## src/design/mwm_pkg.sv

```systemverilog
`timescale 1ns / 1ps
// ----------------------------------------------------------------------------
// Mecanum wheel mixer package
// Constants, command and wheel types, and the wheel saturation function.
// ----------------------------------------------------------------------------
package mwm_pkg;

  // Mixing limits in percent
  localparam int SUM_LIMIT  = 80;
  localparam int ROT_FLOOR  = 20;
  localparam int FULL_SCALE = 100;

  // Stream widths
  localparam int IN_W  = 24;
  localparam int OUT_W = 72;

  // Command queue default depth
  localparam int QUEUE_DEPTH = 4;

  // Divider: one quotient bit per stage, quotient never exceeds 80
  localparam int DIV_STAGES = 7;
  localparam int REM_W      = 14;

  // Divide by 100 as multiply by ceil(2^30/100) and shift
  localparam int          RECIP_SHIFT = 30;
  localparam logic [23:0] RECIP_MUL   = 24'd10737419;

  // Direction codes
  localparam logic [1:0] DIR_STOP   = 2'd0;
  localparam logic [1:0] DIR_FWD    = 2'd1;
  localparam logic [1:0] DIR_REV    = 2'd2;
  localparam logic [1:0] DIR_UNUSED = 2'd3;

  // Register map: index taken from paddr[2]
  localparam int         ADDR_W       = 3;
  localparam logic       REG_ENABLE   = 1'b0;
  localparam logic       REG_PERIOD   = 1'b1;
  localparam logic [15:0] PERIOD_RESET = 16'd1000;

  // Classified command handed from the front to the back
  typedef struct packed {
    logic signed [7:0] x;
    logic signed [7:0] y;
    logic signed [7:0] w;
    logic [8:0]        sum;
    logic              rescale;
    logic [REM_W-1:0]  dividend;
  } cmd_t;

  // One wheel after saturation
  typedef struct packed {
    logic [1:0] dir;
    logic [6:0] mag;
  } wheel_t;

  // Saturate a mixed wheel value to +-100 and split into direction and size
  function automatic wheel_t wheel_drive(input logic signed [9:0] v);
    wheel_t            r;
    logic signed [9:0] neg;
    neg = -v;
    if (v > 10'sd100) begin
      r.dir = DIR_FWD;
      r.mag = 7'd100;
    end else if (v < -10'sd100) begin
      r.dir = DIR_REV;
      r.mag = 7'd100;
    end else if (v > 10'sd0) begin
      r.dir = DIR_FWD;
      r.mag = v[6:0];
    end else if (v < 10'sd0) begin
      r.dir = DIR_REV;
      r.mag = neg[6:0];
    end else begin
      r.dir = DIR_STOP;
      r.mag = 7'd0;
    end
    return r;
  endfunction

endpackage

```

## src/design/mwm_front.sv

```systemverilog
`timescale 1ns / 1ps
// ----------------------------------------------------------------------------
// Mecanum wheel mixer front end
// Unpacks a command beat, forms |x|+|y|, the rescale flag and the dividend.
// ----------------------------------------------------------------------------
module mwm_front (
  input  logic [mwm_pkg::IN_W-1:0] in_data,
  output mwm_pkg::cmd_t            cmd
);
  import mwm_pkg::*;

  logic signed [7:0] x;
  logic signed [7:0] y;
  logic signed [7:0] w;
  logic [7:0]        x_mag;
  logic [7:0]        y_mag;
  logic [8:0]        sum;

  // Split the beat into its fields
  assign x = in_data[7:0];
  assign y = in_data[15:8];
  assign w = in_data[23:16];

  // Magnitudes; -128 wraps to 8'h80, which reads as 128 unsigned
  assign x_mag = x[7] ? 8'(-x) : 8'(x);
  assign y_mag = y[7] ? 8'(-y) : 8'(y);
  assign sum   = {1'b0, x_mag} + {1'b0, y_mag};

  // Classify and build |x|*80 with two shifts
  always_comb begin
    cmd.x        = x;
    cmd.y        = y;
    cmd.w        = w;
    cmd.sum      = sum;
    cmd.rescale  = sum > 9'(SUM_LIMIT);
    cmd.dividend = (REM_W'(x_mag) << 6) + (REM_W'(x_mag) << 4);
  end

endmodule

```

## src/design/mwm_queue.sv

```systemverilog
`timescale 1ns / 1ps
// ----------------------------------------------------------------------------
// Mecanum wheel mixer command queue
// Short FIFO that decouples the front end from the back-end pipeline.
// ----------------------------------------------------------------------------
module mwm_queue #(
  parameter int DEPTH = mwm_pkg::QUEUE_DEPTH
) (
  input  logic          clk,
  input  logic          rst,
  input  logic          push,
  input  mwm_pkg::cmd_t push_data,
  output logic          full,
  input  logic          pop,
  output mwm_pkg::cmd_t pop_data,
  output logic          empty
);
  import mwm_pkg::*;

  localparam int AW = (DEPTH > 1) ? $clog2(DEPTH) : 1;
  localparam int CW = $clog2(DEPTH + 1);
  localparam logic [AW-1:0] LAST_PTR = AW'(DEPTH - 1);
  localparam logic [CW-1:0] FULL_CNT = CW'(DEPTH);

  cmd_t          entries [0:DEPTH-1];
  logic [AW-1:0] wr_ptr;
  logic [AW-1:0] rd_ptr;
  logic [CW-1:0] count;

  // Store a beat
  always_ff @(posedge clk) begin
    if (push) begin
      entries[wr_ptr] <= push_data;
    end
  end

  // Advance pointers and occupancy
  always_ff @(posedge clk) begin
    if (rst) begin
      wr_ptr <= '0;
      rd_ptr <= '0;
      count  <= '0;
    end else begin
      if (push) begin
        wr_ptr <= (wr_ptr == LAST_PTR) ? '0 : wr_ptr + 1'b1;
      end
      if (pop) begin
        rd_ptr <= (rd_ptr == LAST_PTR) ? '0 : rd_ptr + 1'b1;
      end
      case ({push, pop})
        2'b10:   count <= count + 1'b1;
        2'b01:   count <= count - 1'b1;
        default: count <= count;
      endcase
    end
  end

  assign full     = (count == FULL_CNT);
  assign empty    = (count == '0);
  assign pop_data = entries[rd_ptr];

endmodule

```

## src/design/mwm_back.sv

```systemverilog
`timescale 1ns / 1ps
// ----------------------------------------------------------------------------
// Mecanum wheel mixer back end
// Pipelined rescale divider, mixing, saturation and PWM width scaling.
// ----------------------------------------------------------------------------
module mwm_back (
  input  logic                      clk,
  input  logic                      rst,
  input  logic                      drive_enable,
  input  logic [15:0]               period_count,
  input  logic                      q_valid,
  input  mwm_pkg::cmd_t             q_data,
  output logic                      q_pop,
  output logic                      m_tvalid,
  input  logic                      m_tready,
  output logic [mwm_pkg::OUT_W-1:0] m_tdata
);
  import mwm_pkg::*;

  typedef struct packed {
    cmd_t                  cmd;
    logic [REM_W-1:0]      rem;
    logic [DIV_STAGES-1:0] quo;
  } div_t;

  logic              adv;
  div_t              div_r [0:DIV_STAGES];
  logic [DIV_STAGES:0] div_v;

  cmd_t              c;
  logic signed [9:0] qs;
  logic signed [9:0] hs;
  logic signed [9:0] xv;
  logic signed [9:0] yv;
  logic signed [9:0] wv;
  logic [7:0]        w_mag;
  logic [6:0]        head;
  logic              clip;
  wheel_t            wh [0:3];

  logic              mix_v;
  wheel_t            mix_wh [0:3];
  logic              mul_v;
  logic [1:0]        mul_dir [0:3];
  logic [22:0]       mul_prod [0:3];
  logic              out_v;
  logic [1:0]        out_dir [0:3];
  logic [15:0]       out_width [0:3];

  // Whole pipeline moves unless the output beat is stalled
  assign adv   = !out_v || m_tready;
  assign q_pop = adv && q_valid;

  // Load the divider entry stage
  always_ff @(posedge clk) begin
    if (adv) begin
      div_r[0].cmd <= q_data;
      div_r[0].rem <= q_data.dividend;
      div_r[0].quo <= '0;
    end
  end

  // Valid bits through the divider
  always_ff @(posedge clk) begin
    if (rst) begin
      div_v <= '0;
    end else if (adv) begin
      div_v <= {div_v[DIV_STAGES-1:0], q_valid};
    end
  end

  // Restoring division, one quotient bit per stage, high bit first
  genvar k;
  for (k = 1; k <= DIV_STAGES; k++) begin : g_div
    localparam int B = DIV_STAGES - k;
    logic [REM_W:0] dvs;
    logic           ge;

    assign dvs = {6'b0, div_r[k-1].cmd.sum} << B;
    assign ge  = {1'b0, div_r[k-1].rem} >= dvs;

    always_ff @(posedge clk) begin
      if (adv) begin
        div_r[k].cmd <= div_r[k-1].cmd;
        if (ge) begin
          div_r[k].rem <= REM_W'({1'b0, div_r[k-1].rem} - dvs);
          div_r[k].quo <= div_r[k-1].quo | (DIV_STAGES'(1) << B);
        end else begin
          div_r[k].rem <= div_r[k-1].rem;
          div_r[k].quo <= div_r[k-1].quo;
        end
      end
    end
  end

  // Rescale, clip rotation to headroom, mix and saturate
  always_comb begin
    c  = div_r[DIV_STAGES].cmd;
    qs = $signed({3'b000, div_r[DIV_STAGES].quo});

    if (c.rescale) begin
      xv = c.x[7] ? -qs : qs;
      yv = c.y[7] ? (qs - 10'sd80) : (10'sd80 - qs);
      head = 7'(ROT_FLOOR);
    end else begin
      xv = {{2{c.x[7]}}, c.x};
      yv = {{2{c.y[7]}}, c.y};
      head = 7'(FULL_SCALE) - c.sum[6:0];
    end

    w_mag = c.w[7] ? 8'(-c.w) : 8'(c.w);
    clip  = (w_mag > 8'(ROT_FLOOR)) && (w_mag > {1'b0, head});
    hs    = $signed({3'b000, head});
    if (clip) begin
      wv = c.w[7] ? -hs : hs;
    end else begin
      wv = {{2{c.w[7]}}, c.w};
    end

    wh[0] = wheel_drive(yv - xv - wv);
    wh[1] = wheel_drive(yv + xv + wv);
    wh[2] = wheel_drive(yv + xv - wv);
    wh[3] = wheel_drive(yv - xv + wv);
  end

  // Register mixed wheels; drop to stop when disabled
  always_ff @(posedge clk) begin
    if (adv) begin
      for (int i = 0; i < 4; i++) begin
        if (drive_enable) begin
          mix_wh[i] <= wh[i];
        end else begin
          mix_wh[i].dir <= DIR_STOP;
          mix_wh[i].mag <= '0;
        end
      end
    end
  end

  // Scale by the period
  always_ff @(posedge clk) begin
    if (adv) begin
      for (int i = 0; i < 4; i++) begin
        mul_dir[i]  <= mix_wh[i].dir;
        mul_prod[i] <= 23'(mix_wh[i].mag) * 23'(period_count);
      end
    end
  end

  // Divide by 100 through the reciprocal
  always_ff @(posedge clk) begin
    if (adv) begin
      for (int i = 0; i < 4; i++) begin
        out_dir[i]   <= mul_dir[i];
        out_width[i] <= 16'((47'(mul_prod[i]) * 47'(RECIP_MUL)) >> RECIP_SHIFT);
      end
    end
  end

  // Valid bits through mix, multiply and output
  always_ff @(posedge clk) begin
    if (rst) begin
      mix_v <= 1'b0;
      mul_v <= 1'b0;
      out_v <= 1'b0;
    end else if (adv) begin
      mix_v <= div_v[DIV_STAGES];
      mul_v <= mix_v;
      out_v <= mul_v;
    end
  end

  assign m_tvalid = out_v;
  assign m_tdata  = {out_width[3], out_dir[3], out_width[2], out_dir[2],
                     out_width[1], out_dir[1], out_width[0], out_dir[0]};

endmodule

```

## src/design/mecanum_wheel_mixer_core.sv

```systemverilog
`timescale 1ns / 1ps
// ----------------------------------------------------------------------------
// Mecanum wheel mixer core
// Body velocity command in, direction and PWM width for four wheels out.
// ----------------------------------------------------------------------------
// The core takes one command beat per clock while the queue has room and
// returns one wheel beat per command, in order. With an empty queue and a
// ready sink, an accepted command goes from the command queue through the
// divider entry stage, seven divider stages of one quotient bit each, then
// mixing, the period multiply and the reciprocal multiply for divide by 100
// to the output. The divider and both multipliers are fully pipelined, so
// throughput is one beat per cycle while the sink is ready; the queue of
// FIFO_DEPTH commands absorbs output stalls before s_tready drops. Registers
// are drive_enable at byte address 0 and the PWM period count at byte
// address 4; write them only while no command is in flight.
module mecanum_wheel_mixer_core #(
  parameter int FIFO_DEPTH = mwm_pkg::QUEUE_DEPTH
) (
  input  logic                       clk,
  input  logic                       rst,
  // APB configuration
  input  logic                       psel,
  input  logic                       penable,
  input  logic                       pwrite,
  input  logic [mwm_pkg::ADDR_W-1:0] paddr,
  input  logic [31:0]                pwdata,
  output logic [31:0]                prdata,
  output logic                       pready,
  // Command stream
  input  logic                       s_tvalid,
  output logic                       s_tready,
  input  logic [mwm_pkg::IN_W-1:0]   s_tdata,  // x_speed, y_speed, w_speed
  // Wheel stream
  output logic                       m_tvalid,
  input  logic                       m_tready,
  // a_dir, a_width, b_dir, b_width, c_dir, c_width, d_dir, d_width
  output logic [mwm_pkg::OUT_W-1:0]  m_tdata
);
  import mwm_pkg::*;

  logic        drive_enable;
  logic [15:0] period_count;
  logic        cfg_wr;
  logic        reg_sel;

  cmd_t        front_cmd;
  cmd_t        q_data;
  logic        q_full;
  logic        q_empty;
  logic        q_push;
  logic        q_pop;

  // Configuration registers
  assign pready  = 1'b1;
  assign cfg_wr  = psel && penable && pwrite && pready;
  assign reg_sel = paddr[ADDR_W-1];

  always_ff @(posedge clk) begin
    if (rst) begin
      drive_enable <= 1'b0;
      period_count <= PERIOD_RESET;
    end else if (cfg_wr) begin
      case (reg_sel)
        REG_ENABLE: drive_enable <= pwdata[0];
        REG_PERIOD: period_count <= pwdata[15:0];
        default:    drive_enable <= drive_enable;
      endcase
    end
  end

  // Register readback
  always_comb begin
    case (reg_sel)
      REG_ENABLE: prdata = {31'b0, drive_enable};
      REG_PERIOD: prdata = {16'b0, period_count};
      default:    prdata = '0;
    endcase
  end

  // Accept commands while the queue has room
  assign s_tready = !q_full;
  assign q_push   = s_tvalid && s_tready;

  mwm_front u_front (
    .in_data (s_tdata),
    .cmd     (front_cmd)
  );

  mwm_queue #(
    .DEPTH (FIFO_DEPTH)
  ) u_queue (
    .clk       (clk),
    .rst       (rst),
    .push      (q_push),
    .push_data (front_cmd),
    .full      (q_full),
    .pop       (q_pop),
    .pop_data  (q_data),
    .empty     (q_empty)
  );

  mwm_back u_back (
    .clk          (clk),
    .rst          (rst),
    .drive_enable (drive_enable),
    .period_count (period_count),
    .q_valid      (!q_empty),
    .q_data       (q_data),
    .q_pop        (q_pop),
    .m_tvalid     (m_tvalid),
    .m_tready     (m_tready),
    .m_tdata      (m_tdata)
  );

endmodule

```

## config.mk

```make
export PLATFORM = sky130hd
export DESIGN_NAME = mecanum_wheel_mixer_core
export DESIGN_NICKNAME = d
export VERILOG_FILES = /design/src/design/mwm_pkg.sv /design/src/design/mwm_front.sv /design/src/design/mwm_queue.sv /design/src/design/mwm_back.sv /design/src/design/mecanum_wheel_mixer_core.sv
export SDC_FILE = /design/constraint.sdc
export NUM_CORES = 2
export LEC_CHECK = 0
export BUFFER_PORTS_ARGS = -buffer_cell sky130_fd_sc_hd__buf_2
export CAP_MARGIN = 20
export CORE_MARGIN = 5
export CORE_UTILIZATION = 59
export CTS_CLUSTER_DIAMETER = 120
export DETAILED_ROUTE_END_ITERATION = 10
export GPL_TIMING_DRIVEN = 0
export PLACE_DENSITY_LB_ADDON = 0.3
export SETUP_SLACK_MARGIN = 0.2
export SYNTH_ARGS = -nofsm -noshare
export SYNTH_HDL_FRONTEND = slang
export SYNTH_HIERARCHICAL = 1
export SYNTH_SLANG_ARGS = --single-unit
```

## constraint.sdc

```tcl
create_clock -name clk -period 10.6 [get_ports clk]
set_input_delay 0 -clock clk [delete_from_list [all_inputs] [get_ports clk]]
set_output_delay 0 -clock clk [all_outputs]
set_load 0.1 [all_outputs]
```

Word level (Yosys, flattened, before mapping) --
Memory sizes are Yosys's and may differ from the RTL's. A register that Yosys moved wholly into a read port is not among the register bits. Index checks and enable logic that the tools add are counted.
Word-level totals: register bits 35, bits in writable memories 952, bits of input ports 66, output and inout bits 107, logic and storage cells 228, memories 7
Memory list:
- u_back.div_r | depth 8, width 69, rd ports 8, clocked after Yosys merged registers in 0, wr ports 8, RTL line mwm_back.sv:27 | div_t div_r [0:DIV_STAGES];
- u_queue.entries | depth 4, width 48, rd ports 1, clocked after Yosys merged registers in 1, wr ports 1, RTL line mwm_queue.sv:25 | cmd_t entries [0:DEPTH-1];
- u_back.mul_prod | depth 4, width 23, rd ports 4, clocked after Yosys merged registers in 0, wr ports 4, RTL line mwm_back.sv:45 | logic [22:0] mul_prod [0:3];
- u_back.out_width | depth 4, width 16, rd ports 4, clocked after Yosys merged registers in 0, wr ports 4, RTL line mwm_back.sv:48 | logic [15:0] out_width [0:3];
- u_back.mix_wh | depth 4, width 9, rd ports 4, clocked after Yosys merged registers in 0, wr ports 4, RTL line mwm_back.sv:42 | wheel_t mix_wh [0:3];
- u_back.mul_dir | depth 4, width 2, rd ports 4, clocked after Yosys merged registers in 0, wr ports 4, RTL line mwm_back.sv:44 | logic [1:0] mul_dir [0:3];
- 1 more memories
Cells by class: $add $sub $neg 31, multipliers 8, $lt $le $gt $ge 26, equality and inequality tests 5, mux-type cells 106, bitwise operators 23, reductions and logical operators 13
Operator list (number):
- $mul A23 B24 Y46 const B | 4
- $mux W9 | 16
- $mux W14 | 7
- $mul A7 B16 Y23 | 4
- $mux W7 | 12
- $pmux W32 S2 | 1
- $mux W10 | 6
- $mux W1 | 52
- $gt A10 B1 Y1 const B | 4
- $gt A10 B8 Y1 const B | 4
- $lt A10 B1 Y1 const B | 4
- $lt A10 B8 Y1 const B | 4
- $add A10 B10 Y10 | 3
- $sub A10 B10 Y10 | 3
- $neg A7 Y7 | 4
- $sub A14 B14 Y14 | 2
- $mux W8 | 3
- $neg A8 Y8 | 3
- $or A1 B1 Y1 | 22
- $neg A7 Y10 | 2
- $mux W2 | 8
- $ge A14 B15 Y1 | 1
- $add A14 B12 Y14 | 1
- $ge A14 B10 Y1 | 1
- other kinds (31) | 41

Longest topological paths before layout --
An unclocked memory read counts as a cell.
depth in word-level cells 13, gate-level depth with buffers 28

Cells and area by module --
The synthesis kept the hierarchy.
By module, submodules not included:
- mwm_back | times used 1, cells each 6869, area each 74606.6 um2, sequential area each 18267.5 um2
- mwm_queue | times used 1, cells each 298, area each 7365.8 um2, sequential area each 5945.7 um2
- mwm_front | times used 1, cells each 168, area each 1246.2 um2, sequential area each 0.0 um2
- mecanum_wheel_mixer_core | times used 1, cells each 113, area each 1011.0 um2, sequential area each 340.3 um2

Worst setup path before layout --
No wires, ideal clock.
path type register to register, from register u_back.out_v, in the netlist u_back/m_tvalid, to memory u_back/div_r[0][104] (netlist name) (enable), library setup time 0.801 ns, data arrival time 10.073 ns, data required time 9.799 ns, setup slack -0.274 ns, stages on the path, launching flop included 5, path buffers 2, period minus slack after synthesis 10.874 ns, cell sequence dfxtp_1 -> nor2b_1 -> clkbuf_1 -> buf_1 -> inv_1
RTL lines:
- start: declaration | RTL line mwm_back.sv:46 | logic out_v;
- start signal: assignment | RTL line mwm_back.sv:169 | out_v <= mul_v;
- end: declaration | RTL line mwm_back.sv:27

==> impl_results.md <==
- Mapped Area: 84230 sq um
- Crit path kind: reg2reg
- Post-route DRC: 0
- Critical path's largest stage delay: 0.73 ns
- Mux cell area share after synthesis: 2.090%
- Worst-Margin Slew: 1.176 ns
- Final Net Count: 10170
- CP max FO: 7
- Final GP Congestion: 0.9522
- Top Ports: 173
- Synth top area cells: edfxtp_1 28%, fa_1 25%, ha_1 19%, inv_1 7.7%, nand2_1 2.3%
- Largest net degree at the start of global routing: 62
- Htree depth: 3
- Tmin final: 8.486 ns
- Clock-pin slew on the worst setup and hold paths: 0.06 ns
- Largest family of logic cells by synthesized area: adder cells
- GRT Residual Overflow: 0
- Port Buffer Count: 128
- Setup violations, final: 0
- CTS buffer count: 92
- Placed wire-length estimate: 149.7 mm
- Max Cap Violations: 0
- Die height: 387.8 um
- Die ar.: 150400 sq um
- Fin Hold WS: 0.04354 ns
- Run status: finished, final reports clean
- Synth unique cells: 102
- Most frequent CP cell: fa_1
- Initial Util: 59.42%
- Synth Area in XOR/XNOR: 2.964%
- Dominant synthesized flop cell: edfxtp_1
- CTS Root Buffer Type: clkbuf_16
- Clock Latency Late Sink: 0.74 ns
- Initial DRC Count: 2864
- Post-DR wirelength/cell: 18.89 um
- CTS tree: done
- Simple-gate share of the synthesized area: 7.230%
- Post-synth top area share: 28.06%
- RSZ-0062 raised after global routing: false
- Fin. Hold Viols: 0
- Final std cells w/o fill: 9733
- Core area: 141800 sq um
- Area Growth Syn to Fin: 8.544%
- Critical Path AT: 8.96 ns
- Max Slew Vio Count: 0
- Gate Count Post-Synth: 7448
- Cell total after placement: 9506
- Setup crit end kind: flop
- Post-synth EDFFs: 787
- Gr usage total: 25.09%
- Initial antenna violation count: 3
- Syn avg cell area: 11.31 sq um
- Global-route wire length before repair: 300.7 mm
- Worst Setup Slack, final: 2.114 ns
- Flop-to-flop setup slack: 2.11 ns
- DR vias: 53070
- Hold WC Path Type: in2reg
- Worst setup SP type: flop
- DP Worst Slack: 2.047 ns
- DP Area: 87730 sq um
- Ys async rst share: 0%
- Filler cell count: 10800
- FF+latch count, synth: 833
- Post-CTS Repair Setup Buffers: 0
- CP cell instances: fa_1 > fa_1 > inv_1 > fa_1 > inv_1 > fa_1 > fa_1 > fa_1 > inv_1 > fa_1 > inv_1 > ha_1 > a21oi_1 > nor2b_1 > o221ai_1 > a211oi_1 > o211ai_1 > o211ai_1 > a211oi_1 > o41ai_1 > o21bai_1 > xor2_1
- Fmax: 117.8 MHz
- Critical path's slowest cell: o41ai_1
- Rows: 138
- DRT antenna net count: 0
- Leading area contributor after synthesis: edfxtp_1
- Post-route cell area: 91430 sq um
- CP Data Required Time: 11.08 ns
- Layout cells sized above 1: 6.250%
- Synth Area in Compound Gates: 5.569%
- CTS sink count: 833
- Commonest non-fill, non-tap cell in the layout: inv_1
- Die W: 387.8 um
- DRT Pass-1 Iters: 6
- Final Skew: 0.07557 ns
- Longest Clk Path Bufs: 3
- Sequential-to-total area share from yosys stat: 29.15%
- Fin crit share: 80.06%
- Vias in the first global route: 57050
- YS warnings: 6
- Most frequent cells in the layout: 1728 x inv_1, 1257 x ha_1, 1071 x fa_1, 787 x edfxtp_1, 507 x nand2_1
- Max_slew headroom: 21.61%
- Detailed Route WL: 183.9 mm
- Synth Area in Adders: 44.17%
- DR vias/cell: 5.452
==> routing by layer <==
layer  global-route usage, %  share of wire (%)  up-vias
met5                       0                  0        -
met4                   8.145                3.4        0
met3                   3.176                5.0      333
met2                   43.72                 50     1390
met1                   32.80                 42    26530
li1                        -                  -    24810
==> state kept, by name (all words and copies together) (netlist names), named ones only <==
register          count
u_back/mul_prod      92
drive_enable          1
u_back/mul_dir        8
u_back/mix_wh        36
u_back/mix_v          1
u_back/m_tvalid       1
u_queue/rd_ptr        2
u_back/mul_v          1
period_count         16
u_back/out_width     64
u_back/div_r        396
u_queue/wr_ptr        2
u_queue/count         3
u_queue/entries     192
u_back/div_v          8
u_back/out_dir        8
==> stage by stage <==
stage | setup TNS, ns | util [%]
floorplan | 0 | -
global placement | -979.77 | 61.59
detailed placement | 0 | 61.89
CTS | 0 | 64.48
global route | 0 | 64.49
finish | 0 | 64.49
==> final timing paths <==
path	startpoint	endpoint	depth (start not counted)
max	u_back/mul_prod[0][7]$_DFFE_PN_	u_back/out_width[0][14]$_DFFE_PN_	22
max reg2reg	u_back/mul_prod[0][7]$_DFFE_PN_	u_back/out_width[0][14]$_DFFE_PN_	22
min	s_tdata[18]	u_queue/entries[2][26]$_DFFE_PP_	2
min reg2reg	u_back/div_r[1][196]$_DFFE_PN_	u_back/div_r[1][265]$_DFFE_PN_	0
==> kinds of logic after synthesis <==
group | Yosys count
fa+ha+maj | 2331
buf+inv | 1912
xor+xnor | 275
simple gates | 1272
compound gates | 710
flops | 833
other cells | 3
mux | 112
==> cell usage after synthesis, drive strengths merged, types with 60 or more instances <==
| master | instances |
|---|---|
| o21ai | 132 |
| clkbuf | 114 |
| nand2b | 60 |
| a21oi | 215 |
| ha | 1257 |
| buf | 66 |
| xnor2 | 183 |
| nand2 | 507 |
| a21o | 91 |
| nor2 | 222 |
| inv | 1731 |
| and2 | 150 |
| xor2 | 90 |
| fa | 1071 |
| edfxtp | 787 |
==> final cells by class <==
class	instances	area (sq um)	share of cell area [%]
antenna	3	7.507	0.008211
buffer	180	923.4	1.010
clock buffer	113	2421	2.648
clock inverter	50	654.4	0.7157
inverter	1732	6511	7.122
multi-input combinational	4721	52320	57.23
sequential	833	24550	26.86
tap	1890	2365	2.587
timing repair buffer	211	1669	1.826
==> critical path: cells and delay by family, from the launching register on <==
| family | cells | cell delay (ns) |
|---|---|---|
| xor+xnor | 1 | 0.31 |
| flops | 1 | 0.67 |
| buf+inv | 4 | 0.22 |
| compound gates | 8 | 2.99 |
| simple gates | 1 | 0.17 |
| fa+ha+maj | 8 | 3.85 |
==> timing repair <==
item,in CTS,in global routing
hold buffers,59,0
endpoints found under the hold margin,143,0
gates resized for setup,0,0
Power is left out: the tool's default activity adds up to more than one toggle a clock period on the data nets, which glitch-free logic cannot reach.
